===== config.mk =====
export PLATFORM = sky130hd
export DESIGN_NAME = local_boundary_strength_unit
export DESIGN_NICKNAME = d
export VERILOG_FILES = /design/src/rtl/lbs_pkg.sv /design/src/rtl/lbs_ctrl.sv /design/src/rtl/lbs_datapath.sv /design/src/rtl/local_boundary_strength_unit.sv
export VERILOG_INCLUDE_DIRS = /design/src /design/src/rtl
export SDC_FILE = /design/constraint.sdc
export NUM_CORES = 1
export LEC_CHECK = 0
export BUFFER_PORTS_ARGS = -buffer_cell sky130_fd_sc_hd__buf_2
export CORE_UTILIZATION = 43
export CTS_CLUSTER_SIZE = 10
export DETAILED_ROUTE_END_ITERATION = 8
export GPL_ROUTABILITY_DRIVEN = 0
export PLACE_DENSITY_LB_ADDON = 0.15
export SLEW_MARGIN = 20
export SYNTH_ARGS = -nofsm -noshare
export SYNTH_HDL_FRONTEND = slang
export SYNTH_HIERARCHICAL = 1
export SYNTH_SLANG_ARGS = --single-unit

===== constraint.sdc =====
create_clock -name aclk -period 11.9 [get_ports aclk]
set_clock_uncertainty 0.05 [all_clocks]
set_input_delay 1.19 -clock aclk [delete_from_list [all_inputs] [get_ports aclk]]
set_output_delay 1.19 -clock aclk [all_outputs]
set_load 0.02 [all_outputs]

===== src/rtl/local_boundary_strength_unit_assert.svh =====
// ----------------------------------------------------------------------------
// local_boundary_strength_unit_assert.svh
// Assertion macros shared by the boundary strength unit.
// ----------------------------------------------------------------------------
`ifndef LOCAL_BOUNDARY_STRENGTH_UNIT_ASSERT_SVH
`define LOCAL_BOUNDARY_STRENGTH_UNIT_ASSERT_SVH

// same-cycle implication, sampled on aclk, off during reset
`define LBS_ASSERT_NOW(label, ante, cons) \
    label: assert property (@(posedge aclk) disable iff (!aresetn) (ante) |-> (cons)) \
        else $error("lbs assertion failed");

// next-cycle implication, sampled on aclk, off during reset
`define LBS_ASSERT_NEXT(label, ante, cons) \
    label: assert property (@(posedge aclk) disable iff (!aresetn) (ante) |=> (cons)) \
        else $error("lbs assertion failed");

`endif


===== src/rtl/lbs_pkg.sv =====
// ----------------------------------------------------------------------------
// lbs_pkg
// Widths and control/status types for the boundary strength unit.
// ----------------------------------------------------------------------------
`timescale 1ns / 1ps

package lbs_pkg;

    localparam int VALUE_W     = 16;             // Q8.8 profile value
    localparam int CHANGE_W    = 24;             // Q8.16 change
    localparam int CSUM_W      = CHANGE_W + 1;   // sum of two changes
    localparam int STRENGTH_W  = 25;             // Q17.8 strength
    localparam int OPND_W      = VALUE_W + 1;    // divider sum / diff width
    localparam int QUOT_W      = VALUE_W + 1;    // ratio can reach 1.0
    localparam int DIV_STEPS   = QUOT_W;
    localparam int CNT_W       = $clog2(DIV_STEPS);
    localparam int FRAC_SHIFT  = 16;
    localparam int PROD_W      = VALUE_W + CSUM_W;
    localparam int IN_TDATA_W  = 16;
    localparam int OUT_TDATA_W = 32;

    typedef struct packed {
        logic load_in;
        logic div_first;
        logic div_step;
        logic sum_load;
        logic mul_load;
        logic mul_final;
        logic out_load;
        logic out_last;
        logic commit;
    } lbs_cmd_t;

    typedef struct packed {
        logic has_prior;
        logic last_flag;
        logic out_free;
    } lbs_status_t;

endpackage


===== src/rtl/lbs_ctrl.sv =====
// ----------------------------------------------------------------------------
// lbs_ctrl
// Sequencer: input accept, divider steps, multiply and emit, state commit.
// ----------------------------------------------------------------------------
`timescale 1ns / 1ps

module lbs_ctrl (
    input  logic                aclk,
    input  logic                aresetn,
    input  logic                s_tvalid,
    input  logic                s_tlast,
    output logic                s_tready,
    input  lbs_pkg::lbs_status_t status,
    output lbs_pkg::lbs_cmd_t    cmd
);
    import lbs_pkg::*;

    typedef enum logic [6:0] {
        ST_IDLE   = 7'b0000001,
        ST_DIV    = 7'b0000010,
        ST_SUM    = 7'b0000100,
        ST_MUL    = 7'b0001000,
        ST_EMIT   = 7'b0010000,
        ST_FINAL  = 7'b0100000,
        ST_COMMIT = 7'b1000000
    } lbs_state_t;

    lbs_state_t state_reg, state_next;
    logic [CNT_W-1:0] cnt_reg, cnt_next;

    // ST_FINAL is used twice: multiply, then emit once the output register is free
    logic fin_emit_reg, fin_emit_next;

    always_comb begin
        state_next    = state_reg;
        cnt_next      = cnt_reg;
        fin_emit_next = fin_emit_reg;
        cmd           = '0;
        s_tready      = 1'b0;
        case (state_reg)
            ST_IDLE: begin
                s_tready      = 1'b1;
                cnt_next      = '0;
                fin_emit_next = 1'b0;
                if (s_tvalid) begin
                    cmd.load_in = 1'b1;
                    if (status.has_prior) begin
                        state_next = ST_DIV;
                    end else if (s_tlast) begin
                        state_next = ST_FINAL;
                    end else begin
                        state_next = ST_COMMIT;
                    end
                end
            end
            ST_DIV: begin
                cmd.div_step  = 1'b1;
                cmd.div_first = (cnt_reg == '0);
                cnt_next      = cnt_reg + 1'b1;
                if (cnt_reg == CNT_W'(DIV_STEPS - 1)) begin
                    state_next = ST_SUM;
                end
            end
            ST_SUM: begin
                cmd.sum_load = 1'b1;
                state_next   = ST_MUL;
            end
            ST_MUL: begin
                cmd.mul_load = 1'b1;
                state_next   = ST_EMIT;
            end
            ST_EMIT: begin
                if (status.out_free) begin
                    cmd.out_load = 1'b1;
                    state_next   = status.last_flag ? ST_FINAL : ST_COMMIT;
                end
            end
            ST_FINAL: begin
                if (!fin_emit_reg) begin
                    cmd.mul_load  = 1'b1;
                    cmd.mul_final = 1'b1;
                    fin_emit_next = 1'b1;
                end else if (status.out_free) begin
                    cmd.out_load  = 1'b1;
                    cmd.out_last  = 1'b1;
                    state_next    = ST_COMMIT;
                end
            end
            ST_COMMIT: begin
                cmd.commit = 1'b1;
                state_next = ST_IDLE;
            end
            default: begin
                state_next = ST_IDLE;
            end
        endcase
    end

    always_ff @(posedge aclk) begin
        if (!aresetn) begin
            state_reg    <= ST_IDLE;
            cnt_reg      <= '0;
            fin_emit_reg <= 1'b0;
        end else begin
            state_reg    <= state_next;
            cnt_reg      <= cnt_next;
            fin_emit_reg <= fin_emit_next;
        end
    end

endmodule


===== src/rtl/lbs_datapath.sv =====
// ----------------------------------------------------------------------------
// lbs_datapath
// Sequence state, radix-2 ratio divider, strength multiplier, output register.
// ----------------------------------------------------------------------------
`timescale 1ns / 1ps

module lbs_datapath (
    input  logic                                aclk,
    input  logic                                aresetn,
    input  logic [lbs_pkg::IN_TDATA_W-1:0]      s_tdata,   // [15:0] profile_value
    input  logic                                s_tlast,   // last_in
    output logic                                m_tvalid,
    input  logic                                m_tready,
    output logic [lbs_pkg::OUT_TDATA_W-1:0]     m_tdata,   // [24:0] strength
    output logic                                m_tlast,   // last_out
    input  lbs_pkg::lbs_cmd_t                   cmd,
    output lbs_pkg::lbs_status_t                status
);
    import lbs_pkg::*;

    // sequence state
    logic [VALUE_W-1:0]  prior_value_reg;
    logic [CHANGE_W-1:0] prior_change_reg;
    logic                has_prior_reg;

    // current word
    logic [VALUE_W-1:0]  v_reg;
    logic                last_reg;
    logic [CHANGE_W-1:0] change_reg;
    logic [CSUM_W-1:0]   csum_reg;

    // divider
    logic [OPND_W-1:0]   diff_reg;
    logic [OPND_W-1:0]   sum_reg;
    logic [OPND_W-1:0]   rem_reg;
    logic [QUOT_W-1:0]   quot_reg;

    logic [PROD_W-1:0]   prod_reg;

    logic                    out_valid_reg;
    logic [STRENGTH_W-1:0]   out_strength_reg;
    logic                    out_last_reg;

    logic [OPND_W-1:0]   in_sum;
    logic [OPND_W-1:0]   in_diff;
    logic [OPND_W:0]     trial;
    logic                trial_ge;
    logic [OPND_W-1:0]   rem_next;
    logic [CHANGE_W-1:0] change_fin;
    logic [VALUE_W-1:0]  mul_a;
    logic [CSUM_W-1:0]   mul_b;

    assign in_sum  = {1'b0, prior_value_reg} + {1'b0, s_tdata[VALUE_W-1:0]};
    assign in_diff = (prior_value_reg >= s_tdata[VALUE_W-1:0])
                   ? {1'b0, prior_value_reg - s_tdata[VALUE_W-1:0]}
                   : {1'b0, s_tdata[VALUE_W-1:0] - prior_value_reg};

    // first step tests diff itself (ratio 1.0 when one side is zero),
    // later steps shift a zero into the remainder
    assign trial    = cmd.div_first ? {1'b0, diff_reg} : {rem_reg, 1'b0};
    assign trial_ge = (trial >= {1'b0, sum_reg});
    assign rem_next = trial_ge ? OPND_W'(trial - {1'b0, sum_reg}) : OPND_W'(trial);

    assign change_fin = (sum_reg == '0) ? '0 : CHANGE_W'(quot_reg);

    assign mul_a = cmd.mul_final ? v_reg : prior_value_reg;
    assign mul_b = cmd.mul_final ? {1'b0, change_reg} : csum_reg;

    always_ff @(posedge aclk) begin
        if (cmd.load_in) begin
            v_reg      <= s_tdata[VALUE_W-1:0];
            last_reg   <= s_tlast;
            change_reg <= {s_tdata[VALUE_W-1:0], 8'h00};
            diff_reg   <= in_diff;
            sum_reg    <= in_sum;
        end
        if (cmd.div_step) begin
            rem_reg  <= rem_next;
            quot_reg <= {quot_reg[QUOT_W-2:0], trial_ge};
        end
        if (cmd.sum_load) begin
            change_reg <= change_fin;
            csum_reg   <= {1'b0, prior_change_reg} + {1'b0, change_fin};
        end
        if (cmd.mul_load) begin
            prod_reg <= PROD_W'(mul_a) * PROD_W'(mul_b);
        end
        if (cmd.commit) begin
            prior_value_reg  <= v_reg;
            prior_change_reg <= change_reg;
        end
        if (cmd.out_load) begin
            out_strength_reg <= prod_reg[FRAC_SHIFT +: STRENGTH_W];
            out_last_reg     <= cmd.out_last;
        end
    end

    always_ff @(posedge aclk) begin
        if (!aresetn) begin
            has_prior_reg <= 1'b0;
            out_valid_reg <= 1'b0;
        end else begin
            if (cmd.commit) begin
                has_prior_reg <= !last_reg;
            end
            if (cmd.out_load) begin
                out_valid_reg <= 1'b1;
            end else if (m_tready) begin
                out_valid_reg <= 1'b0;
            end
        end
    end

    assign status.has_prior = has_prior_reg;
    assign status.last_flag = last_reg;
    assign status.out_free  = !out_valid_reg || m_tready;

    assign m_tvalid = out_valid_reg;
    assign m_tdata  = OUT_TDATA_W'(out_strength_reg);
    assign m_tlast  = out_last_reg;

endmodule


===== src/rtl/local_boundary_strength_unit.sv =====
// An accepted word yields its neighbor's strength word after the divider, sum,
// multiply and emit states; a word closing a sequence then emits its own too, and a
// sequence's first word skips them. No new word is taken until the last is committed;
// the 17-step radix-2 ratio divider paces it. Output register frees the input side.
// Reset (aresetn low, synchronous) drops any word in progress, clears the
// output valid and starts a new sequence.
// ----------------------------------------------------------------------------
// local_boundary_strength_unit
// Streaming boundary strength from Q8.8 profile values.
// ----------------------------------------------------------------------------
`timescale 1ns / 1ps

module local_boundary_strength_unit (
    input  logic                                aclk,
    input  logic                                aresetn,
    input  logic                                s_tvalid,
    output logic                                s_tready,
    input  logic [lbs_pkg::IN_TDATA_W-1:0]      s_tdata,   // [15:0] profile_value
    input  logic                                s_tlast,   // last_in
    output logic                                m_tvalid,
    input  logic                                m_tready,
    output logic [lbs_pkg::OUT_TDATA_W-1:0]     m_tdata,   // [24:0] strength, rest zero
    output logic                                m_tlast    // last_out
);
    import lbs_pkg::*;

    lbs_cmd_t    cmd;
    lbs_status_t status;

    lbs_ctrl u_ctrl (
        .aclk     (aclk),
        .aresetn  (aresetn),
        .s_tvalid (s_tvalid),
        .s_tlast  (s_tlast),
        .s_tready (s_tready),
        .status   (status),
        .cmd      (cmd)
    );

    lbs_datapath u_datapath (
        .aclk     (aclk),
        .aresetn  (aresetn),
        .s_tdata  (s_tdata),
        .s_tlast  (s_tlast),
        .m_tvalid (m_tvalid),
        .m_tready (m_tready),
        .m_tdata  (m_tdata),
        .m_tlast  (m_tlast),
        .cmd      (cmd),
        .status   (status)
    );

`include "local_boundary_strength_unit_assert.svh"

    // a sequence's first word, not last, is stored and ready returns quickly
    `LBS_ASSERT_NOW(a_first_word_quick, s_tvalid && s_tready && !status.has_prior && !s_tlast, ##2 s_tready)
    // once a word is taken the block is busy on the next cycle
    `LBS_ASSERT_NEXT(a_busy_after_accept, s_tvalid && s_tready, !s_tready)
    // sequence flag only moves at commit
    `LBS_ASSERT_NEXT(a_prior_only_at_commit, !cmd.commit, $stable(status.has_prior))

endmodule

Word level (Yosys, flattened, before mapping)
Index checks and enable logic that the tools add are counted.
Word-level totals
  logic and storage cells: 85
  register bits: 256
  output and inout bits: 35
  bits of input ports: 21
Operators by class
  eq/ne operators: 13
  $mul: 1
  reduce and logical (&&, ||, !) cells: 11
  $add $sub $neg: 6
  multiplexer cells: 34
  magnitude comparators: 2
Operator list (count)
  2-to-1 mux 7 bit: 8
  2-to-1 mux 24 bit: 2
  case mux 7 bit (6 select lines): 1
  multiplier 16 x 25 -> 41 bit: 1
  2-to-1 mux 17 bit: 2
  2-to-1 mux 16 bit: 2
  subtractor 16 bit: 2
  adder 24 x 24 -> 25 bit: 1
  2-to-1 mux 25 bit: 1
  >= comparator 18 x 17 -> 1 bit: 1
  2-to-1 mux 18 bit: 1
  adder 16 x 16 -> 17 bit: 1
  logical NOT 17 bit: 1
  subtractor 17 bit: 1
  >= comparator 16 bit: 1
  case mux 5 bit (2 select lines): 1
  2-to-1 mux 1 bit: 9
  2-to-1 mux 2 bit: 4
  nonzero test 2 bit: 4
  equality test 7 x 1 -> 1 bit, second input constant: 1
  equality test 7 x 2 -> 1 bit, second input constant: 1
  equality test 7 x 3 -> 1 bit, second input constant: 1
  equality test 7 x 4 -> 1 bit, second input constant: 1
  equality test 7 x 5 -> 1 bit, second input constant: 1
  other kinds (12): 18

Depth between registers and ports, before layout
Gate-level depths: netlist (run 1).
  depth after elaboration: 6
  gate-level depth with buffers: 33
  depth with buffers taken out: 30

Modules after synthesis
Netlist (run 1), hierarchy kept.
By module, submodules not included
  lbs_datapath: instances 1, seq. area each 6736.5 um^2, cells an instance 2322, area each 23603.9 um^2
  lbs_ctrl: instances 1, seq. area each 260.2 um^2, cells an instance 121, area each 935.9 um^2

Least setup slack after synthesis (run 1)
Ideal clock, no wire load.
  kind: flip-flop to flip-flop
  start point: register u_ctrl.state_reg[2]
  end point: register u_datapath.prod_reg[39] (data pin)
  library setup time: 0.262 ns
  arrival: 7.963 ns
  setup slack: 3.625 ns
  required time: 11.588 ns
  period minus slack after synthesis: 8.275 ns
  buffers on the path: 3
  stages on the path, launching flop included: 31
  cells stage by stage: dfxtp_1 > or4_4 > nor2_2 > nand2_1 > nor2_1 > clkbuf_1 > clkbuf_1 > buf_1 > mux2i_1 > nor2_1 > fa_1 > inv_1 > fa_1 > inv_1 > fa_1 > fa_1 > fa_1 > inv_1 > fa_1 > inv_1 > ha_1 > a21oi_1 > o211ai_1 > o2111ai_1 > and4_1 > a21oi_2 > a311oi_4 > a211oi_2 > o41ai_4 > o21bai_1 > xor2_1
RTL lines
  from (decl): line lbs_ctrl.sv:28  | lbs_state_t state_reg, state_next;
  from (signal assigned): line lbs_ctrl.sv:105  | state_reg <= state_next;
  to (signal assigned): line lbs_datapath.sv:86  | prod_reg <= PROD_W'(mul_a) * PROD_W'(mul_b);
  to (decl): line lbs_datapath.sv:38  | logic [PROD_W-1:0] prod_reg;

==> summary.md, run 1 <==
| Metric | Value |
|---|---|
| Clock Latency Late Sink | 0.59 ns |
| Total die area | about 58000 sq um |
| EDFF count, synth | 223 |
| Number of inserted diodes | 0 |
| Slowest cell on crit path | nor2_4 |
| Setup Crit Path Kind | flop to flop |
| Hold buffers post-CTS | 0 |
| Warnings, synthesis | 6 |
| Synth Flop Type | edfxtp_1 |
| Largest cells by area after synthesis | edfxtp_1, fa_1, ha_1 |
| Port Buffers | 48 |
| Final setup viols | 0 |
| Bufs on Longest Clock Path | 3 |
| Final Core Density | 0.470 |
| Max Cap Viol | 0 |
| Share of cells above drive strength 1 | 0.0751 |
| Most common cell after layout, fill and taps aside | inv_1 |
| Area of the multi-input gates | ~16000 sq um |
| Tot GR Track Use | 0.226 |
| Drt drc | 0 |
| Status | complete, no violations |
| CTS tree | built |
| Post-Syn Area | roughly 25000 sq um |
| Hold WS | roughly 0.36 ns |
| # nets final | between 3000 and 4000 |
| Unrepaired setup endpoints after global routing | false |
| Layout area overhead | 7.92% |
| Final min period | ~9.6 ns |
| DP HPWL | between 40000 and 50000 microns |
| # fillers | 5401 |
| FMAX | between 100 and 150 MHz |
| Cell taking the most area after synthesis | edfxtp_1 |
| Mapped Avg Cell Area | around 10 sq um |
| CTS resizes | 0 |
| Gr ovfl total | 0 |
| Slowest cell delay on critical path | slightly above 0.8 ns |
| Element type at the critical path end | flop |
| Nature of the critical path startpoint | flop |
| Asr flop ratio synth | 0 |
| TNS Setup | 0 ns |
| I/O pins | 56 |
| Num rows | just under 90 |
| Crit-path max FO | 37 |
| Post-synthesis cell type count | 75 |
| Final hold violations | 0 |
| First-pass GRT wire length | between 100000 and 150000 microns |
| CP Buf/Inv Count | 5 |
| Slew Viols, Final | 0 |
| Register-to-register setup slack | 2.28 ns |
| Largest net degree at the start of global routing | 60 |
| Placed insts | about 3200 |
| Post-CTS Setup Inserts | 0 |
| Via count | ~17000 |
| Hold/Removal Path Class | flop to flop |
| Initial Utilization | 0.435 |
| Worst path arrival time | 9.91 ns |
| Fin crit share | 0.809 |
| Antenna Nets Post-Route | 0 |
| Register Area | 7000 sq um |
| Root Driver | clkbuf_16 |
| FF+latch count, synth | 238 |
| Cell mode on critical path | fa_1 |
| Most frequent cells in the layout | inv_1, fa_1, nand2_1, edfxtp_1, nor2_1 |
| DR WL/cell | around 19 microns |
| Clk sinks | 238 |
| Drt initial violations | 1094 |
| Cell count after synthesis | between 2000 and 2500 |
| Fin cells | 3245 |
| Family with the most delay on the worst path | adder cells |
| Cts bufs inserted | 29 |
| Vias per inst | about 5.3 |
| Worst slew pin tran | between 1 and 1.5 ns |
| CTS clk-pin slew, worst paths | about 0.06 ns |
| DRT Pass-1 Iters | 5 |
| Post-synthesis sequential area ratio | 0.285 |
| Routed Wire Length | a little over 60000 microns |
| Synth top area share | 0.273 |
| H-tree depth | 1 |
| Slew headroom | 0.290 |
| Die width | 241 microns |
| Die H | 241 microns |
| Initial antenna violation count | 0 |
| Vias in the first global route | 18200 |
| Worst path required time | 12.18 ns |
| Core Region | around 56000 sq um |
-- cell usage after synthesis, drive strengths merged, types with 6 or more instances --
| library cell | instances |
|---|---|
| nand2 | 309 |
| xnor2 | 64 |
| mux2 | 46 |
| or3 | 6 |
| xor2 | 21 |
| o21bai | 20 |
| nand4 | 14 |
| and2 | 37 |
| inv | 436 |
| a21oi | 90 |
| fa | 324 |
| a211oi | 8 |
| edfxtp | 223 |
| nor2b | 20 |
| nor2 | 214 |
| nand3 | 26 |
| o21a | 18 |
| nand2b | 18 |
| clkbuf | 63 |
| dfxtp | 15 |
| o21ai | 69 |
| and3 | 14 |
| ha | 193 |
| a21boi | 9 |
| buf | 22 |
| nor3 | 25 |
| mux2i | 35 |
| a21o | 23 |
| nor4 | 13 |
-- worst register-to-register path, delay by kind of cell (launching register included) --
family / cells / cell delay [ns]
adders and majority gates: 7 / 3.25
AOI/OAI and AO/OA: 9 / 2.47
and+or+nand+nor: 6 / 2.26
buffers and inverters: 5 / 0.72
DFF: 1 / 0.48
xor gates and xnor gates: 1 / 0.15
-- routing by layer --
metal  GRT usage  share of wire
met5           0              0
met4      0.0786          0.036
met3      0.0275          0.049
met2       0.396           0.50
met1       0.287           0.42
-- logic make-up (layout without fill, tap and decap cells) --
group,count (synthesis),after routing,share of synthesized area
buffers and inverters,521,561,0.0817
AOI/OAI and AO/OA,282,282,0.0740
and+or+nand+nor,718,718,0.130
DFF,238,238,0.285
muxes,81,81,0.0355
adders and majority gates,517,517,0.363
xor gates and xnor gates,85,85,0.0303
other,1,7,0.000153
-- through the flow --
stage | area [sq um] | setup slack [ns]
CTS | 26400 | 2.33
global route | 26500 | 1.70
finish | 26500 | 2.28
global placement | 25600 | 2.54
detailed placement | 25600 | 2.32
floorplan | 24600 | 3.62
-- path summary, 6_finish.rpt --
path,cells past startpoint,endpoint,from
hold reg to reg,0,u_datapath/out_strength_reg[9]$_DFFE_PP_,u_datapath/prod_reg[25]$_DFFE_PP_
hold / removal,0,u_datapath/out_strength_reg[9]$_DFFE_PP_,u_datapath/prod_reg[25]$_DFFE_PP_
setup reg to reg,28,u_datapath/prod_reg[39]$_DFFE_PP_,u_ctrl/state_reg[1]$_SDFFE_PN0P_
setup / recovery,28,u_datapath/prod_reg[39]$_DFFE_PP_,u_ctrl/state_reg[1]$_SDFFE_PN0P_
-- area by class of cell --
cell class | instances | share of cell area
multi-input cells | 1690 | 0.590
flip-flops and latches | 238 | 0.264
inverters | 436 | 0.0618
well taps | 756 | 0.0357
clock buffers | 44 | 0.0295
repair buffers | 75 | 0.0175
clock inverters | 6 | 0.00175
Power of run 1 is left out: the tool's default activity adds up to more than one toggle a clock period on the data nets, which glitch-free logic cannot reach.
==> run 2: changes to the inputs <==
Clock period 11.9 ns to 8.2 ns, I/O delays scaled along.
==> run 2 against run 1 <==
  * Sequential share of layout area shrank 1.1 points
  * First-iteration DRC count grew 3.3%
  * Register-to-register slack lost 2.0 ns
==> summary.md, run 2 (synthesized netlist as in run 1, its figures left out) <==
| Metric | Value |
|---|---|
| Status | complete, no violations |
| Drt drc | 0 (unchanged) |
| Worst slew pin tran | 1.05 ns (+0.0194 ns) |
| Final hold violations | 0 (unchanged) |
| H-tree depth | 1 (unchanged) |
| Hold buffers post-CTS | 0 (unchanged) |
| Reg-to-Reg End | u_datapath/prod_reg[39]$_DFFE_PP_ |
| Fin crit share | 0.968 (+0.160) |
| DR WL/cell | 19.2 microns (+0.20%) |
| Gr ovfl total | 0 (unchanged) |
| Worst path required time | 8.48 ns (-3.70 ns) |
| Placed insts | 3265 (+2.2%) |
| Crit-path max FO | 16 (-57%) |
| Cts bufs inserted | 29 (unchanged) |
| # nets final | 3105 (+3.2%) |
| CTS tree | built |
| Max Cap Viol | 0 (unchanged) |
| Initial Utilization | 0.435 (unchanged) |
| Vias per inst | 5.23 (-0.72%) |
| Tot GR Track Use | 0.229 (+0.00261) |
| Routed Wire Length | 64200 microns (+3.2%) |
| Hold/Removal Path Class | flop to flop |
| Layout area overhead | 12.6% |
| Vias in the first global route | 18300 (+0.64%) |
| Hold Path End | u_datapath/out_strength_reg[6]$_DFFE_PP_ |
| # fillers | 5343 (-1.1%) |
| FMAX | 126 MHz (+21%) |
| DP HPWL | 50500 microns (+3.0%) |
| Share of cells above drive strength 1 | 0.115 (+0.0401) |
| DRT Pass-1 Iters | 5 (unchanged) |
| Number of inserted diodes | 0 (unchanged) |
| Setup Crit Path Kind | flop to flop |
| Hold wc startpoint | u_datapath/prod_reg[22]$_DFFE_PP_ |
| I/O pins | 56 (unchanged) |
| Nature of the critical path startpoint | flop |
| Slowest cell on crit path | or4_4 |
| Num rows | 87 (unchanged) |
| Bufs on Longest Clock Path | 3 (unchanged) |
| CP startpoint | u_ctrl/state_reg[1]$_SDFFE_PN0P_ |
| Most common cell after layout, fill and taps aside | inv_1 |
| Initial antenna violation count | 1 (+1) |
| Final Core Density | 0.490 (+0.0204) |
| Element type at the critical path end | flop |
| Via count | 17500 (+2.2%) |
| Fin cells | 3341 (+3.0%) |
| Die H | 241 microns (unchanged) |
| Total die area | 58000 sq um (unchanged) |
| CP Buf/Inv Count | 8 (+3) |
| Die width | 241 microns (unchanged) |
| Most frequent cells in the layout | inv_1, fa_1, nand2_1, edfxtp_1, nor2_1 |
| First-pass GRT wire length | 101000 microns (+0.85%) |
| Reg2reg start | u_ctrl/state_reg[1]$_SDFFE_PN0P_ |
| Clk sinks | 238 (unchanged) |
| Slowest cell delay on critical path | 0.57 ns (-0.25 ns) |
| Clock Latency Late Sink | 0.59 ns (about the same) |
| Port Buffers | 48 (unchanged) |
| Final setup viols | 0 (unchanged) |
| Largest net degree at the start of global routing | 60 (unchanged) |
| Slew headroom | 0.297 (+0.00665) |
| Slew Viols, Final | 0 (unchanged) |
| Register-to-register setup slack | 0.26 ns (-2.02 ns) |
| CTS clk-pin slew, worst paths | 0.06 ns (about the same) |
| Cell mode on critical path | fa_1 |
| Antenna Nets Post-Route | 0 (unchanged) |
| Final min period | 7.94 ns (-1.68 ns) |
| TNS Setup | 0 ns (unchanged) |
| Drt initial violations | 1130 (+3.3%) |
| Root Driver | clkbuf_16 |
| WHS Path Cells | 0 (unchanged) |
| Family with the most delay on the worst path | adder cells |
| Core Region | 56400 sq um (unchanged) |
| Worst path arrival time | 8.22 ns (-1.69 ns) |
| Reg2reg path depth | 30 (+7.1%) |
-- run 2: changes by cell type in the layout (fill, tap and decap cells not counted), sizes merged --
cell | previous run | this run
bufinv | 0 | 1
clkbuf | 44 | 49
buf | 75 | 165
clkinv | 4 | 3
bufbuf | 0 | 1
-- run 2: through the flow --
stage	instance area [sq um]	hold WS, ns	worst slack (ns)
after global routing	27600	0.380	-0.0379
final	27600	0.369	0.259
after CTS	27200	0.372	0.0349
after detailed placement	26300	0.357	-0.219
after global placement	26300	0.351	-0.0687
after floorplan	24600	0.350	0.0155
-- run 2: timing repair --
action / 4_1_cts / 5_1_grt
setup buffers: 0 / 20
endpoints found under the setup margin: 3 / 12
gates resized for setup: 8 / 32
cloned: 0 / 6
pin swaps: 2 / 8
-- run 2: worst max-delay path by stage --
stage	endpoint	cells after the start
floorplan	u_datapath/prod_reg[39]$_DFFE_PP_	31
global placement	u_datapath/prod_reg[39]$_DFFE_PP_	27
detailed placement	u_datapath/prod_reg[39]$_DFFE_PP_	27
CTS	u_datapath/prod_reg[39]$_DFFE_PP_	31
global route	u_datapath/prod_reg[39]$_DFFE_PP_	32
finish	u_datapath/prod_reg[39]$_DFFE_PP_	30
-- run 2: cell type report --
| class | count | area [sq um] | area share |
|---|---|---|---|
| sequential | 238 | 7000 | 0.253 |
| timing repair buffer | 172 | 1480 | 0.0534 |
| multi-input combinational | 1690 | 15700 | 0.569 |
| clock buffer | 43 | 788 | 0.0285 |
| inverter | 436 | 1640 | 0.0592 |
| clock inverter | 6 | 71.3 | 0.00258 |
| tap | 756 | 946 | 0.0342 |
-- run 2: layer usage --
layer	part of all wire	wire (microns)	GRT usage
met3	0.049	3170	0.0226
met5	0	0	0
met2	0.49	31400	0.395
met1	0.43	27600	0.302
met4	0.032	2040	0.0692
Power of run 2 is left out for the same reason.
